<file path="src/design/scc_div.sv">
// ----------------------------------------------------------------------------
// scc_div
// Unsigned restoring divider, one quotient bit per cycle.
// ----------------------------------------------------------------------------
`default_nettype none

module scc_div #(
    parameter int NW = 27,
    parameter int DW = 24
) (
    input  wire logic          i_clk,
    input  wire logic          i_rst_n,
    input  wire logic          i_start,
    input  wire logic [NW-1:0] i_num,
    input  wire logic [DW-1:0] i_den,
    output logic               o_busy,
    output logic [NW-1:0]      o_quo
);

    localparam int CNT_W = $clog2(NW + 1);

    logic [NW-1:0]    r_num;
    logic [DW-1:0]    r_rem;
    logic [DW-1:0]    r_den;
    logic [CNT_W-1:0] r_cnt;

    logic [DW:0] w_sh;
    logic [DW:0] w_dif;
    logic        w_ge;

    assign w_sh  = {r_rem, r_num[NW-1]};
    assign w_ge  = w_sh >= {1'b0, r_den};
    assign w_dif = w_sh - {1'b0, r_den};

    always_ff @(posedge i_clk) begin
        if (!i_rst_n) begin
            r_cnt <= '0;
        end else if (i_start) begin
            r_cnt <= CNT_W'(NW);
        end else if (r_cnt != '0) begin
            r_cnt <= r_cnt - 1'b1;
        end
    end

    // quotient bits shift in where the numerator bits leave
    always_ff @(posedge i_clk) begin
        if (i_start) begin
            r_num <= i_num;
            r_rem <= '0;
            r_den <= i_den;
        end else if (r_cnt != '0) begin
            r_num <= {r_num[NW-2:0], w_ge};
            r_rem <= w_ge ? w_dif[DW-1:0] : w_sh[DW-1:0];
        end
    end

    assign o_busy = r_cnt != '0;
    assign o_quo  = r_num;

endmodule

`default_nettype wire

</file>
<file path="config.mk">
export PLATFORM = sky130hd
export DESIGN_NAME = scc_div
export DESIGN_NICKNAME = d
export VERILOG_FILES = /design/src/design/scc_div.sv
export SDC_FILE = /design/constraint.sdc
export NUM_CORES = 1
export LEC_CHECK = 0
export BUFFER_PORTS_ARGS = -buffer_cell sky130_fd_sc_hd__buf_2
export CORE_UTILIZATION = 40
export DETAILED_ROUTE_END_ITERATION = 10
export SETUP_SLACK_MARGIN = 0.05
export SLEW_MARGIN = 20
export SYNTH_ARGS = -nofsm -noshare
export SYNTH_HDL_FRONTEND = slang
export SYNTH_SLANG_ARGS = --single-unit
</file>
<file path="constraint.sdc">
create_clock -name i_clk -period 2.7 [get_ports i_clk]
set_input_delay 0.135 -clock i_clk [delete_from_list [all_inputs] [get_ports i_clk]]
set_output_delay 0.135 -clock i_clk [all_outputs]
set_load 0.05 [all_outputs]
</file>
==> results.tsv <==
stage	metric	value	unit
cts	htree depth	3	
setup_path	slowest CP cell	edfxtp_1	
logic_synthesis	Net Count, Synth	518	
floorplan	# rows	39	
pwr	combinational share of power	44.4	%
job	Max-cap violations	0	
finish	storage element area	0.00211	mm2
cts	Reg clk slew, reported paths	0.06	ns
floorplan	chip width	110	um
sta	crit share post-route	99.2	%
detailed_routing	DR vias/cell	5.32	
logic_synthesis	Yosys cell types	65	
logic_synthesis	Simple-Gate Fraction of Synth Area	12.4	%
logic_synthesis	YS warnings	0	
setup_path	CP required	2.80	ns
detailed_routing	WL final	10500	um
pwr	Peak VDD IR	365	uV
grt	GRT Util Overall	17.6	%
finish	number of diodes	0	
logic_synthesis	Synth Area in XOR/XNOR	2.81	%
logic_synthesis	EDFF count, synth	51	
cts	CTS Buf Count	9	
sta	Clock Skew	0.00755	ns
logic_synthesis	mux cell area share after synthesis	8.63	%
logic_synthesis	Async SR Flop Fraction	0	%
placement	Setup Slack @ Placement	0.0434	ns
setup_path	class of the most critical setup path	register to register	
sta	Max Clock Freq	0.373	GHz
grt	M2 GR Usage	28.6	%
finish	filler cell count	1017	
setup_path	CP peak stage delay	0.38	ns
floorplan	Die ar.	0.0121	mm2
finish	Final Util	53.6	%
logic_synthesis	Post-Syn Instances	437	
sta	Final setup viols	0	
floorplan	Top Ports	82	
logic_synthesis	largest family of logic cells by synthesized area	compound AO/OA/AOI/OAI gates	
setup_path	CP startpoint kind	register	
setup_path	R2R Setup Slk	0.02	ns
detailed_routing	vias	3789	
sta	Fin. Hold Viols	0	
setup_path	CP cell instances	inv_1, ha_1, nor2b_1, o31a_1, o21ai_2, a41oi_2, a41oi_4, a22oi_4, buf_4, mux2_4	
logic_synthesis	Mean Syn Cell Area	10.7	um2
grt	gr busiest metal	met2	
detailed_routing	Avg WL per Cell	14.8	um
logic_synthesis	adder-cell area share of the yosys netlist	7.37	%
setup_path	crit end category	register	
logic_synthesis	dominant cells by area after synthesis	edfxtp_1, dfxtp_1, ha_1	
finish	share of layout cells above drive strength 1	35.3	%
worst_hold_path	Hold Crit Class	input pin to register	
pwr	Flop pwr share	32.7	%
placement	Final GP Congestion	0.826	
logic_synthesis	most common flop cell mapped by yosys	edfxtp_1	
logic_synthesis	Seq cells post-synth	80	
setup_path	critical path peak fanout	7	
grt	antenna violations before repair	0	
grt	largest net degree at the start of global routing	50	
grt	first-pass GRT wire length	16300	um
pwr	P_sw	1930	uW
placement	HPWL after DPL	7120	um
logic_synthesis	Post-synth top cells	edfxtp_1, inv_1, nor2_1, dfxtp_1, mux2_2	
sta	final worst slack	0.0216	ns
grt	GR Util met3	3.47	%
cts	Longest Clk Path Bufs	2	
placement	Port Buffers	81	
pwr	Leak	0.00262	uW
sta	Slew Limit Fails	0	
sta	worst-margin pin slew	0.494	ns
grt	GR Overflow Total	0	
detailed_routing	post-route ant nets	0	
logic_synthesis	post-synth top area cell	edfxtp_1	
finish	Multi-input gate area	0.00251	mm2
finish	Layout area overhead	30.8	%
floorplan	Core Area	0.0114	mm2
logic_synthesis	top-count cell post-synth	edfxtp_1	
pwr	Clock power frac	22.9	%
logic_synthesis	post-synthesis sequential area ratio	45.1	%
pwr	Pwr Density	823	mW/mm2
floorplan	Die Height	110	um
floorplan	Initial Util	41.0	%
logic_synthesis	post-synthesis compound-gate area fraction	18.4	%
finish	nets	645	
grt	vias in the first global route	3468	
logic_synthesis	post-synth top area share	32.7	%
sta	Slew HR	67.1	%
cts	CTS tree	yes	
cts	root buf cell	clkbuf_16	
cts	# clock sinks	80	
cts	Clk Latency, worst-skew pair	0.35	ns
detailed_routing	drt first pass iters	4	
detailed_routing	DR iter-0 viols	137	
grt	GRT met1 Usage	22.6	%
sta	Period minus WS final	2.68	ns
setup_path	critical path data arrival time	2.78	ns
logic_synthesis	mapped cell area	0.00468	mm2
detailed_routing	residual DRC count	0	
outcome	outcome	completed	
pwr	Pint	3110	uW
sta	RSZ-0062 raised after global routing	true	
pwr	Net Sw Frac	38.3	%
==> cell type report <==
class                      instances  area share, %
timing repair buffer             135           15.0
multi-input combinational        304           41.0
inverter                          34           2.08
tap                              143           2.92
sequential                        80           34.5
clock buffer                       9           3.68
clock inverter                     7          0.838
==> sequential cells by signal, summed over array words and instances, names as in the netlist <==
register and flops:
r_cnt 5, r_rem 24, o_quo 27, r_den 24
==> cell usage in the layout (no fill, tap or decap), types with 5 or more instances in the layout <==
cell	netlist	routed
a21o_1	11	11
buf_4	1	25
nand2_2	5	6
nand3_1	11	8
nor2_1	32	32
mux2i_1	10	8
o21a_1	5	5
a311oi_2	5	5
edfxtp_1	51	51
inv_1	33	32
ha_1	26	21
mux2_2	27	26
a211oi_1	14	11
a21oi_1	22	21
dlygate4sd3_1	0	24
o21ai_0	6	6
dfxtp_1	29	29
clkbuf_16	0	10
nor3_1	10	8
xnor2_1	12	12
nand4_1	7	7
buf_2	1	81
nand2_1	20	17
==> what timing repair did <==
action	4_1_cts	5_1_grt
resized for setup	1	29
hold buffers	24	0
hold endpoints to repair	24	0
pin swaps	2	20
setup endpoints to repair	5	24
buffers inserted	1	6
gates cloned	0	3
==> worst max-delay path, delay by kind of cell (launching register included) <==
family                   cells  cell delay, ns
AO/OA/AOI/OAI                5            1.18
flip-flops                   1            0.38
buffers and inverters        2            0.25
multiplexers                 1            0.24
adder cells (fa/ha/maj)      1            0.23
AND/OR/NAND/NOR              1            0.14
==> routing by layer <==
layer | share of wire [%] | vias up
met4 | 2.1 | 0
met3 | 4.7 | 18
met5 | 0 | -
met1 | 48 | 1779
met2 | 46 | 92
li1 | - | 1900
==> kinds of logic after synthesis <==
logic type	count (synthesis)
AOI/OAI and AO/OA	109
xor gates and xnor gates	15
adders and majority gates	27
buffers and inverters	55
DFF	80
muxes	37
and+or+nand+nor	114
==> metrics by stage <==
step	std cells	TNS [ns]	hold slack (ns)	area, um2	total power, uW
after global routing	712	-1.33	0.0882	6120	5350
after floorplan	437	-0.00449	0.234	4710	3170
after detailed placement	662	0	0.313	5360	3620
after CTS	703	0	0.0558	5890	4830
after global placement	662	0	0.312	5360	3600
final	712	0	0.0584	6120	5040
==> path summary, 6_finish.rpt <==
kind                                 from         to  cells past startpoint
worst max register to register   r_den[1]   o_quo[0]                     10
worst min register to register  r_rem[23]  r_rem[23]                      2
worst max-delay path             r_den[1]   o_quo[0]                     10
worst min-delay path              i_rst_n   r_cnt[4]                      2
==> power by group through the flow <==
stage	clock [uW]	combinational [uW]	sequential [uW]
final	1150	2240	1650
after global routing	1240	2440	1680
after CTS	1190	2000	1640
after detailed placement	0	1950	1670
after global placement	0	1930	1660
after floorplan	0	1300	1870
Note: power is estimated with default switching activity, not from simulation.
